### src/rtl/assert_macros.svh
// Assertion macros used by the top level of the validator.
`ifndef ASSERT_MACROS_SVH
`define ASSERT_MACROS_SVH

// Property checked at every clock edge outside of reset.
`define ASSERT_CLK(label, prop, msg) \
    label: assert property (@(posedge i_clk) disable iff (!i_rst_n) (prop)) else $error(msg);

// A condition that must be followed by another one in the next cycle.
`define ASSERT_NEXT(label, cond, nxt, msg) \
    label: assert property (@(posedge i_clk) disable iff (!i_rst_n) (cond) |=> (nxt)) \
        else $error(msg);

`endif

### src/rtl/ipvpt_pkg.sv
// Package with types and constants of the IPv4 address and port text validator.
`timescale 1ns / 1ps
`default_nettype none

package ipvpt_pkg;

    localparam int CHAR_W  = 8;
    localparam int VALUE_W = 17;
    localparam int COUNT_W = 3;
    localparam int INDEX_W = 3;
    localparam int ADDR_W  = 32;
    localparam int PORT_W  = 16;

    // Character codes of interest.
    localparam logic [CHAR_W-1:0] CHAR_ZERO  = 8'h30;
    localparam logic [CHAR_W-1:0] CHAR_NINE  = 8'h39;
    localparam logic [CHAR_W-1:0] CHAR_DOT   = 8'h2E;
    localparam logic [CHAR_W-1:0] CHAR_COLON = 8'h3A;

    // Field value bounds.
    localparam logic [VALUE_W-1:0] VALUE_SAT = 17'd131071;
    localparam logic [VALUE_W-1:0] OCTET_MAX = 17'd255;
    localparam logic [VALUE_W-1:0] PORT_MAX  = 17'd65535;

    // Field indexes.
    localparam logic [INDEX_W-1:0] FIELD_FIRST      = 3'd0;
    localparam logic [INDEX_W-1:0] FIELD_LAST_OCTET = 3'd3;
    localparam logic [INDEX_W-1:0] FIELD_PORT       = 3'd4;

    localparam logic [COUNT_W-1:0] COUNT_MAX = 3'd7;

    // One character word handed to the parser, with its advance strobe.
    typedef struct packed {
        logic              fire;
        logic [CHAR_W-1:0] char_code;
        logic              is_last;
    } t_char_word;

    // One result word.
    typedef struct packed {
        logic              is_valid;
        logic [ADDR_W-1:0] address;
        logic [PORT_W-1:0] port_number;
    } t_result;

endpackage

`default_nettype wire

### src/rtl/ipvpt_parser.sv
// Token parse state and its per-character update logic.
`timescale 1ns / 1ps
`default_nettype none

module ipvpt_parser (
    input  wire logic                 i_clk,
    input  wire logic                 i_rst_n,
    input  wire ipvpt_pkg::t_char_word i_word,
    output ipvpt_pkg::t_result        o_result
);
    import ipvpt_pkg::*;

    logic [INDEX_W-1:0] r_index, n_index;
    logic [VALUE_W-1:0] r_value, n_value;
    logic [COUNT_W-1:0] r_count, n_count;
    logic               r_lz, n_lz;
    logic               r_err, n_err;
    logic [ADDR_W-1:0]  r_octets, n_octets;

    logic               w_is_digit;
    logic               w_sep_ok;
    logic [3:0]         w_digit;
    logic [VALUE_W+3:0] w_scaled;
    logic               w_ok;

    // Character classification; the digit value is the low nibble for '0' to '9'.
    assign w_is_digit = i_word.char_code inside {[CHAR_ZERO:CHAR_NINE]};
    assign w_sep_ok   = (i_word.char_code == CHAR_DOT && r_index < FIELD_LAST_OCTET) ||
                        (i_word.char_code == CHAR_COLON && r_index == FIELD_LAST_OCTET);
    assign w_digit    = i_word.char_code[3:0];

    // Multiply by ten as two shifts and add the new digit.
    assign w_scaled = ({4'b0, r_value} << 3) + ({4'b0, r_value} << 1) +
                      {{VALUE_W{1'b0}}, w_digit};

    // Next parse state for the character at hand.
    always_comb begin
        n_index  = r_index;
        n_value  = r_value;
        n_count  = r_count;
        n_lz     = r_lz;
        n_err    = r_err;
        n_octets = r_octets;
        if (!r_err) begin
            if (w_is_digit) begin
                if (r_count != '0 && r_lz) begin
                    n_err = 1'b1;
                end else begin
                    if (r_count == '0 && w_digit == 4'd0) begin
                        n_lz = 1'b1;
                    end
                    n_value = (w_scaled > {4'b0, VALUE_SAT}) ? VALUE_SAT
                                                            : w_scaled[VALUE_W-1:0];
                    if (r_count < COUNT_MAX) begin
                        n_count = r_count + 1'b1;
                    end
                end
            end else if (w_sep_ok) begin
                if (r_count == '0 || r_value > OCTET_MAX) begin
                    n_err = 1'b1;
                end else begin
                    n_octets = {r_octets[ADDR_W-9:0], r_value[7:0]};
                    n_index  = r_index + 1'b1;
                    n_value  = '0;
                    n_count  = '0;
                    n_lz     = 1'b0;
                end
            end else begin
                n_err = 1'b1;
            end
        end
    end

    // Result word for a token that ends with this character.
    assign w_ok = !n_err && n_index == FIELD_PORT && n_count != '0 && n_value <= PORT_MAX;
    assign o_result.is_valid    = w_ok;
    assign o_result.address     = w_ok ? n_octets : '0;
    assign o_result.port_number = w_ok ? n_value[PORT_W-1:0] : '0;

    // State registers; the last character of a token returns them to reset.
    always_ff @(posedge i_clk) begin
        if (!i_rst_n || (i_word.fire && i_word.is_last)) begin
            r_index  <= FIELD_FIRST;
            r_value  <= '0;
            r_count  <= '0;
            r_lz     <= 1'b0;
            r_err    <= 1'b0;
            r_octets <= '0;
        end else if (i_word.fire) begin
            r_index  <= n_index;
            r_value  <= n_value;
            r_count  <= n_count;
            r_lz     <= n_lz;
            r_err    <= n_err;
            r_octets <= n_octets;
        end
    end

endmodule

`default_nettype wire

### src/rtl/ipv4_port_text_validator.sv
// Top level: input register, parser and result register of the validator.
// A result word goes from the input register through the parser into the result register.
// Throughput: one character word per cycle while the input is not stalled.
// A stalled result register holds the input register, which then stalls the input.
// Reset is synchronous and active low; it empties both registers and clears the parse state.
`timescale 1ns / 1ps
`default_nettype none

`include "assert_macros.svh"

module ipv4_port_text_validator (
    input  wire logic        i_clk,
    input  wire logic        i_rst_n,
    input  wire logic        i_valid,
    output logic             o_stall,
    input  wire logic [7:0]  i_char_code,
    input  wire logic        i_is_last,
    output logic             o_valid,
    input  wire logic        i_stall,
    output logic             o_is_valid,
    output logic [31:0]      o_address,
    output logic [15:0]      o_port_number
);
    import ipvpt_pkg::*;

    logic              r_s1_valid;
    logic [CHAR_W-1:0] r_s1_char;
    logic              r_s1_last;
    logic              r_out_valid;
    t_result           r_result;

    logic              w_out_free;
    logic              w_s1_move;
    logic              w_accept;
    t_char_word        w_word;
    t_result           w_result;

    // Pipeline flow control.
    assign w_out_free = !r_out_valid || !i_stall;
    assign w_s1_move  = r_s1_valid && w_out_free;
    assign o_stall    = r_s1_valid && !w_out_free;
    assign w_accept   = i_valid && !o_stall;

    // Input register.
    always_ff @(posedge i_clk) begin
        if (!i_rst_n) begin
            r_s1_valid <= 1'b0;
        end else if (w_accept) begin
            r_s1_valid <= 1'b1;
        end else if (w_s1_move) begin
            r_s1_valid <= 1'b0;
        end
    end

    always_ff @(posedge i_clk) begin
        if (w_accept) begin
            r_s1_char <= i_char_code;
            r_s1_last <= i_is_last;
        end
    end

    // Parser advances on each word that leaves the input register.
    assign w_word.fire      = w_s1_move;
    assign w_word.char_code = r_s1_char;
    assign w_word.is_last   = r_s1_last;

    ipvpt_parser u_parser (
        .i_clk    (i_clk),
        .i_rst_n  (i_rst_n),
        .i_word   (w_word),
        .o_result (w_result)
    );

    // Result register; only the last character of a token yields a word.
    always_ff @(posedge i_clk) begin
        if (!i_rst_n) begin
            r_out_valid <= 1'b0;
        end else if (w_out_free) begin
            r_out_valid <= w_s1_move && r_s1_last;
        end
    end

    always_ff @(posedge i_clk) begin
        if (w_out_free && w_s1_move && r_s1_last) begin
            r_result <= w_result;
        end
    end

    assign o_valid       = r_out_valid;
    assign o_is_valid    = r_result.is_valid;
    assign o_address     = r_result.address;
    assign o_port_number = r_result.port_number;

    // An invalid token reports zero address and port.
    `ASSERT_CLK(a_invalid_zero, (o_valid && !o_is_valid) |-> (o_address == '0 && o_port_number == '0), "invalid result carries nonzero fields")
    // The input stalls only while the input register holds a word.
    `ASSERT_CLK(a_stall_only_full, o_stall |-> r_s1_valid, "input stalled with empty input register")
    // A held input word stays put.
    `ASSERT_NEXT(a_s1_hold, r_s1_valid && !w_out_free, r_s1_valid && $stable(r_s1_char) && $stable(r_s1_last), "held input word lost")
    // A taken result with nothing behind it leaves the output empty.
    `ASSERT_NEXT(a_out_drain, o_valid && !i_stall && !(w_s1_move && r_s1_last), !o_valid, "result word repeated")

endmodule

`default_nettype wire
### config.mk
export PLATFORM = sky130hd
export DESIGN_NAME = ipv4_port_text_validator
export DESIGN_NICKNAME = d
export VERILOG_FILES = /design/src/rtl/ipvpt_pkg.sv /design/src/rtl/ipvpt_parser.sv /design/src/rtl/ipv4_port_text_validator.sv
export VERILOG_INCLUDE_DIRS = /design/src /design/src/rtl
export SDC_FILE = /design/constraint.sdc
export NUM_CORES = 1
export LEC_CHECK = 0
export BUFFER_PORTS_ARGS = -buffer_cell sky130_fd_sc_hd__buf_2
export CORE_MARGIN = 2
export CORE_UTILIZATION = 53
export DETAILED_ROUTE_END_ITERATION = 16
export PLACE_DENSITY_LB_ADDON = 0.15
export SYNTH_ARGS = -nofsm -noshare
export SYNTH_HDL_FRONTEND = slang
export SYNTH_SLANG_ARGS = --single-unit
### constraint.sdc
create_clock -name i_clk -period 3.7 [get_ports i_clk]
set_input_delay 0.555 -clock i_clk [delete_from_list [all_inputs] [get_ports i_clk]]
set_output_delay 0.555 -clock i_clk [all_outputs]
set_load 0.01 [all_outputs]
==> impl_metrics.tcl, run 1 <==
set metrics [dict create \
    wire_per_inst_um 16.3 \
    syn_nets 679 \
    finalCritPeriodShare 0.953 \
    numCtsBuffers 17 \
    crit_path_end "o_address[20]" \
    skew_ns 0.0122 \
    r2r_slack_ns 0.17 \
    cp.required_ns 4.06 \
    startpoint "r_s1_char[3]" \
    num_vias 4988 \
    grt_pass1_vias 4586 \
    synth_edf_count 58 \
    min_period_ns 3.53 \
    place_ws_ns -0.126 \
    finalNetCount 764 \
    htreeDepth 4 \
    cts_hold_buffers 0 \
    portBuffers 63 \
    hold_depth 1 \
    drtPass1Iterations 5 \
    synth_top_cell_by_area "edfxtp_1" \
    power_uw 3080 \
    design.die.area_um2 11800 \
    hold_start "i_char_code[5]" \
    layout-drive-gt1-share 0.201 \
    clk_path_buf_depth 2 \
    synth-seq-cells 117 \
    r2r_cells 13 \
    placed_area_um2 6430 \
    seq_area_frac_synth 0.503 \
    io_pins 64 \
    die_h_um 109 \
    initial_core_util 0.541 \
    core_area_um2 10700 \
    power_leakage_uw 0.00271 \
    grtUsageTotal 0.252 \
    powerDensity_nw_per_um2 437 \
    overflow 0 \
    netlist_area_um2 5810 \
    clk_transition_reported_paths_ns 0.06 \
    synth_area_leaders "edfxtp_1, dfxtp_1, nand2_1" \
    numClockSinks 117 \
    area_growth_pct 21.2 \
    reg2reg_to "o_address[20]" \
    critical_path_class "flop to flop" \
    async_flop_share 0 \
    grt_max_degree 50 \
    synth_cell_types 55 \
    route.final.wire_length_um 14100 \
    drc 0 \
    ir_drop_v 0.000220 \
    fin_area_um2 7040 \
    rsz0062_at_grt "false" \
    slew_violations 0 \
    critical-path-max-stage-delay_ns 0.60 \
    hold_ws_ns 0.208 \
    yosys_warnings 0 \
    postRouteAntennaNets 0 \
    die_w_um 109 \
    setup_viol 0 \
    antenna_found_initial 0 \
    slew_headroom 0.269 \
    clk_latency_ns 0.52 \
    cts_root_buffer "clkbuf_8" \
    synth_cells 627 \
    r2r_start "r_s1_char[3]" \
    netlist.area_leader.share 0.300 \
    crit_path_end_kind "flop" \
    avgSynthCellArea_um2 9.27 \
    grt_pass1_wl_um 22700 \
    hold_path_class "input pin to flop" \
    insertedDiodeCount 0 \
    std_cell_rows 38 \
    via_per_inst 5.77 \
    fin_ws_ns 0.175 \
    finalWeightedCongestion 0.958 \
    cts_tree "done" \
    drv_cap 0 \
    arrival_ns 3.89 \
    hold_viol_final 0 \
    worst_pin_slew_ns 1.09 \
    hpwl_um 9400 \
    cp_cell_sequence "inv_1 > fa_1 > inv_1 > ha_1 > a21oi_1 > o21ai_1 > o2111ai_2 > o2bb2ai_1 > xor2_1 > o2111ai_1 > or4_4 > buf_12 > a21oi_1" \
    status "completed" \
    worstPathMaxFanout 41 \
    drtIter0Drc 379 \
    start_kind "flop" \
    fmax_mhz 284 \
    ys.flop_type "dfxtp_1" \
    worst_path_max_delay_cell "or4_4" \
]
[worst min path at each step]
stage / to / slack, ns
final: r_s1_char[5] / 0.21
after global routing: r_s1_last / 0.20
after CTS: r_s1_char[1] / 0.19
after detailed placement: u_parser.r_octets[26] / 0.44
after global placement: u_parser.r_octets[25] / 0.44
after floorplan: u_parser.r_octets[24] / 0.43
[cell usage after synthesis, drive strengths merged, types with 3 or more instances]
library cell and n:
buf 4, nand2 159, and2 5, ha 37, inv 17, or4 3, nand3 9, o21ai 34
a211oi 5, nor2b 3, o211ai 4, and3 3, edfxtp 58, xnor2 6, nor4 5, dfxtp 59
a31oi 9, o21a 5, nor2 39, a21oi 90, nor3 6, xor2 7, clkbuf 25
[kinds of logic after synthesis]
group,share of synthesized area
adder cells (fa/ha/maj),0.0866
AO/OA/AOI/OAI,0.164
buffers and inverters,0.0338
flip-flops,0.503
multiplexers,0.00345
XOR/XNOR,0.0196
AND/OR/NAND/NOR,0.189
[final cells by class]
| class | instances | area (um2) |
|---|---|---|
| flip-flops and latches | 117 | 2920 |
| clock buffers | 18 | 418 |
| clock inverters | 14 | 169 |
| well taps | 140 | 175 |
| repair buffers | 95 | 568 |
| multi-input cells | 464 | 2730 |
| inverters | 17 | 63.8 |
| fillers | 899 | 3700 |
[per-stage QoR]
stage	utilization	setup TNS, ns	std cells
finish	0.655	0	865
detailed placement	0.598	-2.88	832
CTS	0.655	0	865
floorplan	-	0	627
global route	0.655	0	865
global placement	0.598	0	832
[cell usage in the layout (no fill, tap or decap), types with 16 or more instances in the layout]
cell type / synthesis / layout
edfxtp_1: 58 / 58
clkbuf_16: 0 / 16
a21oi_1: 90 / 89
inv_1: 17 / 16
o21ai_0: 34 / 32
nand2_1: 159 / 159
buf_4: 1 / 31
dfxtp_1: 59 / 59
nor2_1: 29 / 28
buf_2: 1 / 63
ha_1: 37 / 37
[worst max-delay path: cells and delay by family, from the launching register on]
family	cells	cell delay (ns)
XOR/XNOR	1	0.16
flip-flops	1	0.35
AND/OR/NAND/NOR	1	0.60
AO/OA/AOI/OAI	6	1.08
adder cells (fa/ha/maj)	2	0.82
buffers and inverters	3	0.34
[registers in the layout, summed over array words and instances, names as in the netlist, 3 cells and up]
name               flops
u_parser.r_octets     32
o_address             32
u_parser.r_index       3
u_parser.r_count       3
o_port_number         16
u_parser.r_value      17
r_s1_char              8
[layer usage]
layer,track usage,vias up,wire length (um)
li1,-,2401,-
met1,0.348,2335,6280
met2,0.391,227,6440
met3,0.0478,25,1100
met4,0.0998,0,288
met5,0,-,0
[report_power, final]
group          switching, uW  leakage [uW]  internal (uW)  total, uW
clock network            633      0.000285            979       1610
logic                   58.5       0.00136           27.8       86.2
registers               8.82       0.00107           1370       1380
[timing repair]
| action | in CTS | in global routing |
|---|---|---|
| setup buffers | 1 | 0 |
| pin swaps | 1 | 1 |
| endpoints found under the setup margin | 47 | 48 |
| gates resized for setup | 4 | 3 |
(Power assumes the default switching activity.)
==> inputs of run 2 (changes only) <==
- CORE_ASPECT_RATIO: unset -> 1.75
==> run 2 against run 1 <==
Effect of this change:
- sequential power about the same
- utilization rose by 1.5 points
- count of clock-buffer cells in the layout up 4
- sequential share of layout area decreased by 0.73 points
- hold slack better by 0.11 ns
- largest power group unchanged
==> impl_metrics.tcl, run 2 (synthesized netlist as in run 1, its figures left out) <==
set metrics [dict create \
    die_w_um 83.2 \
    worst_pin_slew_ns 0.704 \
    postRouteAntennaNets 0 \
    finalNetCount 768 \
    finalCritPeriodShare 0.961 \
    hold_ws_ns 0.323 \
    status "completed" \
    skew_ns 0.00753 \
    dpl.cell_count 826 \
    grt_pass1_vias 5076 \
    drtIter0Drc 426 \
    seqPwrFrac 0.428 \
    std_cell_rows 50 \
    wire_per_inst_um 17.4 \
    power_leakage_uw 0.00277 \
    worstPathMaxFanout 16 \
    grt_pass1_wl_um 24700 \
    swShare 0.193 \
    insertedDiodeCount 0 \
    numCtsBuffers 17 \
    die_h_um 143 \
    slew_violations 0 \
    route.final.wire_length_um 15000 \
    min_period_ns 3.56 \
    rsz0062_at_grt "true" \
    start_kind "flop" \
    overflow 0 \
    clock_power_share 0.545 \
    powerDensity_nw_per_um2 451 \
    fmax_mhz 281 \
    cts_tree "done" \
    clk_latency_ns 0.40 \
    design.die.area_um2 11900 \
    fillers 875 \
    ir_drop_v 0.000505 \
    drv_cap 0 \
    gr-max-usage-layer "met2" \
    cts_hold_buffers 0 \
    clk_transition_reported_paths_ns 0.05 \
    fin_cells 859 \
    grt_max_degree 40 \
    clk_path_buf_depth 2 \
    grt_util_met3 0.0516 \
    antenna_found_initial 0 \
    met1_usage 0.277 \
    hold_path_class "input pin to flop" \
    area_growth_pct 23.4 \
    cp.required_ns 3.96 \
    core_area_um2 10700 \
    combPwrFrac 0.027 \
    crit_path_end_kind "flop" \
    htreeDepth 4 \
    numClockSinks 117 \
    p_int_uw 2610 \
    portBuffers 63 \
    num_vias 5016 \
    use_met2 0.492 \
    drtPass1Iterations 5 \
    layout-drive-gt1-share 0.210 \
    arrival_ns 3.81 \
    cts_root_buffer "clkbuf_16" \
    hpwl_um 10600 \
    hold_viol_final 0 \
    seqCellArea_um2 2920 \
    initial_core_util 0.543 \
    final_common_cell "nand2_1" \
    setup_viol 0 \
    multi_input_area_um2 2770 \
    power_uw 3240 \
    slew_headroom 0.530 \
    final_cell_mix "nand2_1, a21oi_1, buf_2" \
    critical_path_class "flop to flop" \
    finalWeightedCongestion 0.893 \
    p_sw_uw 625 \
    via_per_inst 5.84 \
    drc 0 \
    io_pins 64 \
    grtUsageTotal 0.263 \
]
## run 2: changes by cell type in the layout (fill, tap and decap cells not counted), sizes merged
cell	before	now
clkbuf	18	23
bufinv	2	5
inv	23	17
buf	95	98
clkinvlp	1	0
## run 2: power by group through the flow
stage | sequential (uW) | clock (uW) | combinational (uW)
finish | 1390 | 1760 | 87.4
global route | 1390 | 1840 | 95.8
CTS | 1380 | 1780 | 87.4
detailed placement | 1410 | 0 | 86.3
global placement | 1410 | 0 | 85.0
floorplan | 1410 | 0 | 45.8
## run 2: layout make-up
| class | instances | area share |
|---|---|---|
| sequential | 117 | 0.408 |
| multi-input combinational | 464 | 0.386 |
| timing repair buffer | 99 | 0.0864 |
| clock buffer | 22 | 0.0634 |
| clock inverter | 10 | 0.0248 |
| tap | 130 | 0.0227 |
| inverter | 17 | 0.00890 |
## run 2: final timing paths
| check | from | endpoint | slack, ns | depth (start not counted) |
|---|---|---|---|---|
| worst min-delay path | i_char_code[1] | r_s1_char[1] | 0.32 | 1 |
| worst max register to register | r_s1_char[3] | o_address[6] | 0.14 | 13 |
| worst min register to register | u_parser.r_octets[28] | u_parser.r_octets[28] | 0.45 | 2 |
| worst max-delay path | r_s1_char[3] | o_address[6] | 0.14 | 13 |
## run 2: metrics by stage
step            util  setup slack [ns]  TNS, ns  cell area (um2)
2_1_floorplan      -             0.133        0             5810
3_3_place_gp   0.603           -0.0837    -3.35             6450
3_5_place_dp   0.603            -0.237    -9.15             6450
4_1_cts        0.663            0.0458        0             7090
5_1_grt        0.670           -0.0577   -0.875             7170
6_report       0.670             0.144        0             7170
## run 2: critical path, stage by stage (launching register included)
cell and delay, ns:
edfxtp_1 0.41, inv_1 0.09, fa_1 0.53, inv_1 0.07
fa_1 0.45, nand3_2 0.12, a2111oi_4 0.08, nor2_2 0.17
o211ai_1 0.16, a31oi_1 0.19, o2111ai_2 0.17, or4_4 0.59
clkbuf_16 0.24, a21oi_1 0.13
## run 2: metal layers
| metal | wire length, um | up-vias |
|---|---|---|
| met2 | 8200 | 158 |
| met3 | 611 | 42 |
| met5 | 0 | - |
| met4 | 610 | 0 |
| li1 | - | 2405 |
| met1 | 5550 | 2411 |
## run 2: what timing repair did
action,4_1_cts,5_1_grt
endpoints found under the setup margin,49,49
resized for setup,4,13
buffers inserted,0,0
pin swaps,1,4
gates cloned,0,1
